<file path="config.mk">
export PLATFORM = sky130hd
export DESIGN_NAME = tla_ram
export DESIGN_NICKNAME = d
export VERILOG_FILES = /design/src/sv/tla_ram.sv
export SDC_FILE = /design/constraint.sdc
export NUM_CORES = 2
export LEC_CHECK = 0
export BUFFER_PORTS_ARGS = -buffer_cell sky130_fd_sc_hd__clkbuf_2
export CORE_MARGIN = 4
export CORE_UTILIZATION = 30
export DETAILED_ROUTE_END_ITERATION = 10
export PLACE_DENSITY = 0.5
export SETUP_SLACK_MARGIN = 0.5
export SLEW_MARGIN = 10
export SYNTH_ARGS = -nofsm -noshare
export SYNTH_HDL_FRONTEND = slang
export SYNTH_SLANG_ARGS = --single-unit
</file>
<file path="constraint.sdc">
create_clock -name clk -period 16.23 [get_ports clk]
set_clock_uncertainty 0.2 [all_clocks]
set_input_delay 3.246 -clock clk [delete_from_list [all_inputs] [get_ports clk]]
set_output_delay 3.246 -clock clk [all_outputs]
set_load 0.005 [all_outputs]
</file>
<file path="src/sv/tla_ram.sv">
// Generic simple dual-port RAM: one write port, one read port, registered read.
// Read-first on an address collision. No dependencies.
module tla_ram #(
  parameter int WIDTH = 64,
  parameter int DEPTH = 64
) (
  input  logic                                     clk,
  input  logic                                     we,
  input  logic [((DEPTH > 1) ? $clog2(DEPTH) : 1)-1:0] waddr,
  input  logic [WIDTH-1:0]                         wdata,
  input  logic [((DEPTH > 1) ? $clog2(DEPTH) : 1)-1:0] raddr,
  output logic [WIDTH-1:0]                         rdata
);

  logic [WIDTH-1:0] mem [DEPTH];

  always_ff @(posedge clk) begin
    if (we) begin
      mem[waddr] <= wdata;
    end
    rdata <= mem[raddr];
  end

endmodule

</file>
==> results.yml <==
run_status:
  status: "complete, no violations"
cells_and_area:
  stdcell_area_um2: 180100
  fin_nets: 7099
  final_cell_mix: "edfxtp_1 (4,096), mux4_2 (1,024), clkbuf_16 (433)"
  fillers: 47690
  fin_cells: 14310
  final_core_util: 0.3476
  final_common_cell: "edfxtp_1"
  area_growth_pct: 15.21
  layout-drive-gt1-share: 0.2839
drt:
  vias: 74760
  drc: 0
  drt_iter0_drc: 8633
  wl_per_cell_um: 33.08
  dr.pass1.iters: 6
  final_antenna_net_count: 0
  wirelength_um: 473500
  viasPerCell: 5.223
critical_path:
  r2r_start: "mem[55][7]$_DFFE_PP_"
  crit_type: "primary input to flop"
  critPathCaptureType: "flop"
  cp.required_ns: 16.89
  cp.arrival_ns: 7.78
  rrSetupSlack_ns: 13.86
  r2r.worst_path.cells: 5
  startpoint_type: "primary input"
  critPathMaxFanout: 127
  timing.rr.end: "rdata[7]$_DFF_P_"
clocking:
  holdBufCountCts: 0
  root_buffer: "clkbuf_16"
  htreeDepth: 5
  cts_max_path_buffers: 4
  cts_tree: "yes"
  numClockSinks: 4160
  post-cts-setup-buffer-count: 0
  clk_latency_ns: 0.97
  numCtsBuffers: 425
  cts_resized: 0
  clk_pin_slew_worst_paths_ns: 0.06
run:
  maxCapViolCount: 0
placement:
  numPortBuffers: 141
  place.gp.congestion: 0.7397
  dp_hpwl_um: 251200
  post-place-ws_ns: 8.171
  dp_cells: 13510
  place_area_um2: 166400
timing:
  rsz0062_at_grt: "false"
  worst_slack_ns: 9.116
  slew_headroom: 0.1465
  finalHoldViolations: 0
  drv_slew: 0
  totalNegativeSetupSlack_ns: 0
  worst-slew-pin-transition_ns: 1.277
  clock.fmax_mhz: 140.6
  setup_violations: 0
  post-route-period-util: 0.4383
  holdWs_ns: 0.6537
  period_minus_slack_ns: 7.114
floorplan:
  start_util: 0.3017
  rows: 264
  die_x_um: 729.9
  io_pins: 142
  core_area_um2: 518300
  die_y_um: 729.9
  dieArea_um2: 532800
power:
  p_leak_nw: 55.10
  total_power_mw: 22.61
  ir_drop_v: 0.00009530
  power_per_cell_area_nw_per_um2: 125.5
logic_synthesis:
  yosys.cell_types.count: 33
  yosys-top-cells-area: "edfxtp_1 (79%), mux4_2 (15%), mux2i_1 (0.86%)"
  ys_seq_elements: 4160
  synthFlopType: "edfxtp_1"
  synth_async_sr_flop_share: 0
  yosys_warnings: 0
  synth-seq-area-share: 0.7949
  synth-edff-count: 4096
  avgSynthCellArea_um2: 23.70
  synth_top_area_frac: 0.7867
  synth_area_um2: 156300
  synth_cells: 6598
  synth_area_leader_cell: "edfxtp_1"
  synth_nets: 6676
hold_path:
  min_path_cells: 4
  min_to: "rdata[48]$_DFF_P_"
  hold_path_class: "flop to flop"
  hold_start: "mem[60][48]$_DFFE_PP_"
global_route:
  grt_pass1_wl_um: 650900
  grt_max_degree: 128
  overflow: 0
  grt_pass1_vias: 77030
  antenna_found_initial: 53
  grtUsageTotal: 0.1748
## report_power, final
part / switching [mW] / internal [mW] / leakage, nW
Clock: 4.13 / 5.51 / 6.67
Combinational: 0.651 / 0.366 / 11.0
Sequential: 0.0528 / 11.9 / 37.4
Total: 4.83 / 17.8 / 55.1
## cell families after synthesis
family / Yosys count / share of synthesized area
AO/OA/AOI/OAI: 504 / 0.02477
flip-flops: 4160 / 0.7949
buffers and inverters: 389 / 0.01180
AND/OR/NAND/NOR: 386 / 0.01240
multiplexers: 1159 / 0.1561
## synth_stat cells (all sizes together), types with 58 or more instances
cell and number:
edfxtp 4096, mux4 1024, buf 230, a22oi 168, clkbuf 140, mux2i 135, nor2 112, a22o 88
o22ai 83, and3 64, dfxtp 64, a211oi 63, nand2 58
## state kept, by name (all words and copies together) (netlist names)
register and count:
mem 4096, rdata 64
## worst max-delay path by stage
stage / startpoint / endpoint / slack [ns] / cells after the start
5_1_grt: raddr[1] / rdata[34]$_DFF_P_ / 9.07 / 8
2_1_floorplan: waddr[3] / mem[48][0]$_DFFE_PP_ / 7.35 / 4
6_report: raddr[1] / rdata[34]$_DFF_P_ / 9.12 / 8
4_1_cts: raddr[1] / rdata[34]$_DFF_P_ / 9.27 / 8
3_5_place_dp: raddr[1] / rdata[34]$_DFF_P_ / 8.17 / 8
3_3_place_gp: raddr[1] / rdata[34]$_DFF_P_ / 8.19 / 8
## per-layer routing
layer | track usage | share of wire | up-vias
li1 | - | - | 29400
met1 | 0.2373 | 0.42 | 42020
met5 | 0 | 0.00023 | -
met3 | 0.02318 | 0.058 | 610
met2 | 0.2976 | 0.50 | 2716
met4 | 0.04318 | 0.025 | 16
## critical path, stage by stage
cell      delay [ns]
buf_8           0.36
buf_4           0.83
buf_12          0.58
buf_4           0.99
mux4_2          0.60
o221ai_1        0.23
o22ai_1         0.19
and3_1          0.21
## final cells by class
cell class                 count  area [µm²]  area share
timing repair buffer         366        2693     0.01495
clock buffer                 549       11480     0.06374
tap                         6916        8653     0.04804
multi-input combinational   2049       30780      0.1709
clock inverter               244        2151     0.01194
sequential                  4160      124300      0.6899
antenna                       10       25.02   0.0001389
inverter                      19       71.32   0.0003959
Note: power is estimated with default switching activity, not from simulation.
