$ cat src/sv/tla_pkg.sv
// Shared definitions for the toroidal life automaton: action codes, register
// indexes, configuration defaults, the row compare status and the B3/S23 rule.
// No dependencies.
package tla_pkg;

  localparam int CFG_W = 7;
  localparam int CFG_IDX_W = 1;
  localparam logic [CFG_W-1:0] CFG_SIZE_RESET = 7'd64;

  localparam logic [CFG_IDX_W-1:0] REG_GRID_WIDTH  = 1'd0;
  localparam logic [CFG_IDX_W-1:0] REG_GRID_HEIGHT = 1'd1;

  localparam logic [1:0] ACT_WRITE   = 2'd0;
  localparam logic [1:0] ACT_READ    = 2'd1;
  localparam logic [1:0] ACT_EVOLVE  = 2'd2;
  localparam logic [1:0] ACT_RESTART = 2'd3;

  typedef struct packed {
    logic eq_last;
    logic eq_earl;
  } row_cmp_t;

  // B3/S23: born with 3 neighbors, survive with 2 or 3
  function automatic logic life_rule(input logic alive, input logic [3:0] count);
    life_rule = (count == 4'd3) || (alive && (count == 4'd2));
  endfunction

endpackage

$ cat src/sv/tla_row_step.sv
// One row of the next generation from three wrapped rows, plus compares of
// the new row against the two recorded generations. Depends on tla_pkg.
module tla_row_step #(
  parameter int MAX_WIDTH = 64
) (
  input  logic [MAX_WIDTH-1:0]                 prev_row,
  input  logic [MAX_WIDTH-1:0]                 cur_row,
  input  logic [MAX_WIDTH-1:0]                 next_row,
  input  logic [$clog2(MAX_WIDTH+1)-1:0]       width,
  input  logic [MAX_WIDTH-1:0]                 last_row,
  input  logic [MAX_WIDTH-1:0]                 earl_row,
  output logic [MAX_WIDTH-1:0]                 new_row,
  output tla_pkg::row_cmp_t                    cmp
);

  localparam int WW  = $clog2(MAX_WIDTH + 1);
  localparam int CIW = (MAX_WIDTH > 1) ? $clog2(MAX_WIDTH) : 1;

  logic [CIW-1:0] edge_idx;
  logic           p_edge, c_edge, n_edge;
  logic [MAX_WIDTH-1:0] miss_last, miss_earl;

  assign edge_idx = CIW'(width - WW'(1));
  assign p_edge = prev_row[edge_idx];
  assign c_edge = cur_row[edge_idx];
  assign n_edge = next_row[edge_idx];

  always_comb begin
    logic pl, pr, cl, cr, nl, nr, in_use;
    logic [3:0] cnt;
    for (int c = 0; c < MAX_WIDTH; c++) begin
      in_use = WW'(c) < width;
      if (c == 0) begin
        pl = p_edge; cl = c_edge; nl = n_edge;
      end else begin
        pl = prev_row[c-1]; cl = cur_row[c-1]; nl = next_row[c-1];
      end
      if (WW'(c) == width - WW'(1)) begin
        pr = prev_row[0]; cr = cur_row[0]; nr = next_row[0];
      end else if (c < MAX_WIDTH - 1) begin
        pr = prev_row[(c+1) % MAX_WIDTH];
        cr = cur_row[(c+1) % MAX_WIDTH];
        nr = next_row[(c+1) % MAX_WIDTH];
      end else begin
        pr = 1'b0; cr = 1'b0; nr = 1'b0;
      end
      cnt = 4'(pl) + 4'(prev_row[c]) + 4'(pr) + 4'(cl) + 4'(cr)
          + 4'(nl) + 4'(next_row[c]) + 4'(nr);
      new_row[c]   = in_use ? tla_pkg::life_rule(cur_row[c], cnt) : cur_row[c];
      miss_last[c] = in_use && (new_row[c] != last_row[c]);
      miss_earl[c] = in_use && (new_row[c] != earl_row[c]);
    end
  end

  assign cmp.eq_last = ~|miss_last;
  assign cmp.eq_earl = ~|miss_earl;

endmodule

$ cat config.mk
export PLATFORM = sky130hd
export DESIGN_NAME = tla_row_step
export DESIGN_NICKNAME = d
export VERILOG_FILES = /design/src/sv/tla_pkg.sv /design/src/sv/tla_row_step.sv
export SDC_FILE = /design/constraint.sdc
export NUM_CORES = 1
export LEC_CHECK = 0
export ABC_AREA = 1
export BUFFER_PORTS_ARGS = -buffer_cell sky130_fd_sc_hd__buf_2
export CAP_MARGIN = 20
export CORE_ASPECT_RATIO = 1.25
export CORE_MARGIN = 3
export CORE_UTILIZATION = 44
export DETAILED_ROUTE_END_ITERATION = 8
export MAX_ROUTING_LAYER = met4
export PLACE_DENSITY = 0.75
export SLEW_MARGIN = 20
export SYNTH_ARGS = -nofsm -noshare
export SYNTH_HDL_FRONTEND = slang
export SYNTH_SLANG_ARGS = --single-unit
$ cat constraint.sdc
create_clock -name vclk -period 6
set_input_delay 0.3 -clock vclk [all_inputs]
set_output_delay 0.3 -clock vclk [all_outputs]
set_load 0.05 [all_outputs]
==> summary.md <==
| Metric | Value |
|---|---|
| Syn avg cell area | `6.195 µm²` |
| DR vias/cell | `5.326` |
| Total power | `0.004541 W` |
| Post-synth top area share | `26.40%` |
| Hold crit path type | `primary input to output pin` |
| # rows | `85` |
| Hold Path Sink | `new_row[32]` |
| Layout cells sized above 1 | `17.07%` |
| Final Setup Violations | `0` |
| Crit. End Element | `output pin` |
| Seq cells | `0` |
| Post-DP HPWL | `61.75 mm` |
| Worst Path Required | `5700 ps` |
| ANT nets after route | `0` |
| Hold path startpoint | `cur_row[32]` |
| CP startpoint kind | `primary input` |
| Fin. Hold Viols | `0` |
| Die ar. | `46700 µm²` |
| Area leader, netlist | `fa_1` |
| Detailed Routing Iterations Pass 1 | `6` |
| Initial DRC Count | `1707` |
| Synth Cell Area | `19420 µm²` |
| Wire per inst | `17.46 µm` |
| Drt total wl | `73.01 mm` |
| Run status | `completed` |
| RSZ-0062 raised after global routing | `false` |
| Crit-path max FO | `16` |
| Worst Max-Slew Pin Slew | `1110 ps` |
| Final Cycle Share | `95.82%` |
| Sequential fraction of the synthesis area | `0%` |
| Largest net degree at the start of global routing | `65` |
| GRT Total Usage | `31.01%` |
| Mapped Cells | `3134` |
| DRC | `0` |
| Worst Hold Depth | `4` |
| Synth Warn # | `0` |
| Final Wtd Congestion | `1.041` |
| Vias | `22270` |
| Crit path time final | `5749 ps` |
| Total congestion overflow | `0` |
| Synth area leaders | `fa_1 (26%), nand2_1 (19%), ha_1 (13%)` |
| Max_cap viols | `0` |
| CP Data Arrival Time | `5450 ps` |
| Die H | `240.9 µm` |
| Pwr/cell area | `196.7 nW/µm²` |
| Post-Syn Nets | `3915` |
| Vias in the first global route | `21170` |
| Nets@finish | `4385` |
| Buffers on Ports | `393` |
| I/O pin cnt | `393` |
| Max Clock Freq | `0.1739 GHz` |
| Global-route wire length before repair | `112.6 mm` |
| Critical setup path kind | `primary input to output pin` |
| Reg area | `0 µm²` |
| Initial Util | `44.86%` |
| Distinct cells, synth | `37` |
| Count leader, synth | `nand2_1` |
| Leak Pwr | `13.40 nW` |
| Peak supply drop | `174.0 µV` |
| Slew Limit Fails | `0` |
| DIE WIDTH | `193.9 µm` |
| Post-CTS Setup Bufs | `0` |
| Core ar. | `43290 µm²` |
| Antenna violations before repair | `11` |
| Post-synthesis to final-layout area growth | `18.87%` |
| Layout clock buffers | `0` |
| Setup TNS | `0 ps` |
| Post-synth top cells | `nand2_1 (966), inv_1 (598), nand3_1 (384), fa_1 (256), o21ai_0 (214)` |
| Max-slew headroom | `25.99%` |
[power breakdown]
group / internal (W) / switching (W) / leakage [nW]
logic: 0.00167 / 0.00287 / 13.4
clock network: 0.000000000313 / 0 / 0.0000887
registers: 0 / 0 / 0
[logic make-up after synthesis]
kind of cell	after synthesis	synth area share (%)
buf+inv	687	13.75
simple gates	1560	34.64
compound gates	431	12.27
fa+ha+maj	454	39.15
xor+xnor	2	0.1869
[critical path: stages]
cell and delay, ps:
buf_2 290, inv_1 200, nand2_1 170, o21ai_2 100, and2_1 190, buf_4 170
nor3_4 150, buf_12 170, nand2_1 130, nand2_1 80, o21ai_0 100, fa_1 550
inv_1 50, fa_1 460, ha_1 240, fa_1 490, a21boi_0 180, nand2_1 80
nand2_1 110, nand3_1 90, nand3_1 100, nand2_1 70, nor2_1 100, nand2_1 130
nor2_1 270, nand2_2 180, nor2_4 130, buf_8 150
[cell usage in the layout (no fill, tap or decap), types with 3 or more instances in the layout]
cell         n
buf_12       7
o21ai_1     21
a21boi_0    26
nor2_4      11
nand3b_1    34
fa_1       256
diode_2     14
a21oi_1    124
o2111ai_1    5
buf_4      142
o221ai_1     8
nor2_2      10
buf_2      390
o21ai_2      3
nand2_4     10
inv_1      596
a22oi_1     16
nand2_1    963
o211ai_1     5
inv_2       13
nand3_1    384
nor2_1     122
nand4_1      5
a32o_1       9
nand2_2     14
o21ai_0    213
ha_1       196
[worst max path at each step]
| stage | from | end | slack (ps) | cells after the start |
|---|---|---|---|---|
| 2_1_floorplan | width[0] | cmp[0] | 60 | 35 |
| 3_3_place_gp | width[2] | cmp[0] | 80 | 31 |
| 3_5_place_dp | width[1] | cmp[0] | 7 | 32 |
| 4_1_cts | width[1] | cmp[0] | 100 | 32 |
| 5_1_grt | width[0] | cmp[0] | 4 | 30 |
| 6_report | width[3] | cmp[0] | 250 | 28 |
[through the flow]
stage	std cells	setup slack [ps]	instance area (µm²)	hold slack, ps	utilization, %
after detailed placement	4165	7.367	22940	1114	52.99
after floorplan	3134	60.05	19430	877.6	-
after CTS	4165	101.9	22940	1119	53.00
after global placement	4165	82.90	22940	1115	52.99
after global routing	4178	4.047	23070	1136	53.31
final	4181	250.8	23080	1128	53.32
[area by class of cell]
type | instances | area (µm²)
fillers | 4408 | 20200
repair buffers | 543 | 3234
multi-input cells | 2447 | 16800
diodes | 14 | 35.03
well taps | 565 | 706.9
inverters | 612 | 2302
[per-layer routing]
layer / global-route usage (%) / wire [µm]
met5: - / 0
met4: 14.15 / 4152
met3: 3.267 / 5621
met2: 52.43 / 34910
met1: 37.68 / 28330
[what timing repair did]
| action | CTS | global route |
|---|---|---|
| cloned | 0 | 2 |
| hold buffers | 0 | 0 |
| gates resized for setup | 1 | 20 |
| pin swaps | 0 | 2 |
| endpoints found under the setup margin | 1 | 2 |
No activity file was read; power rests on OpenSTA's default activity.
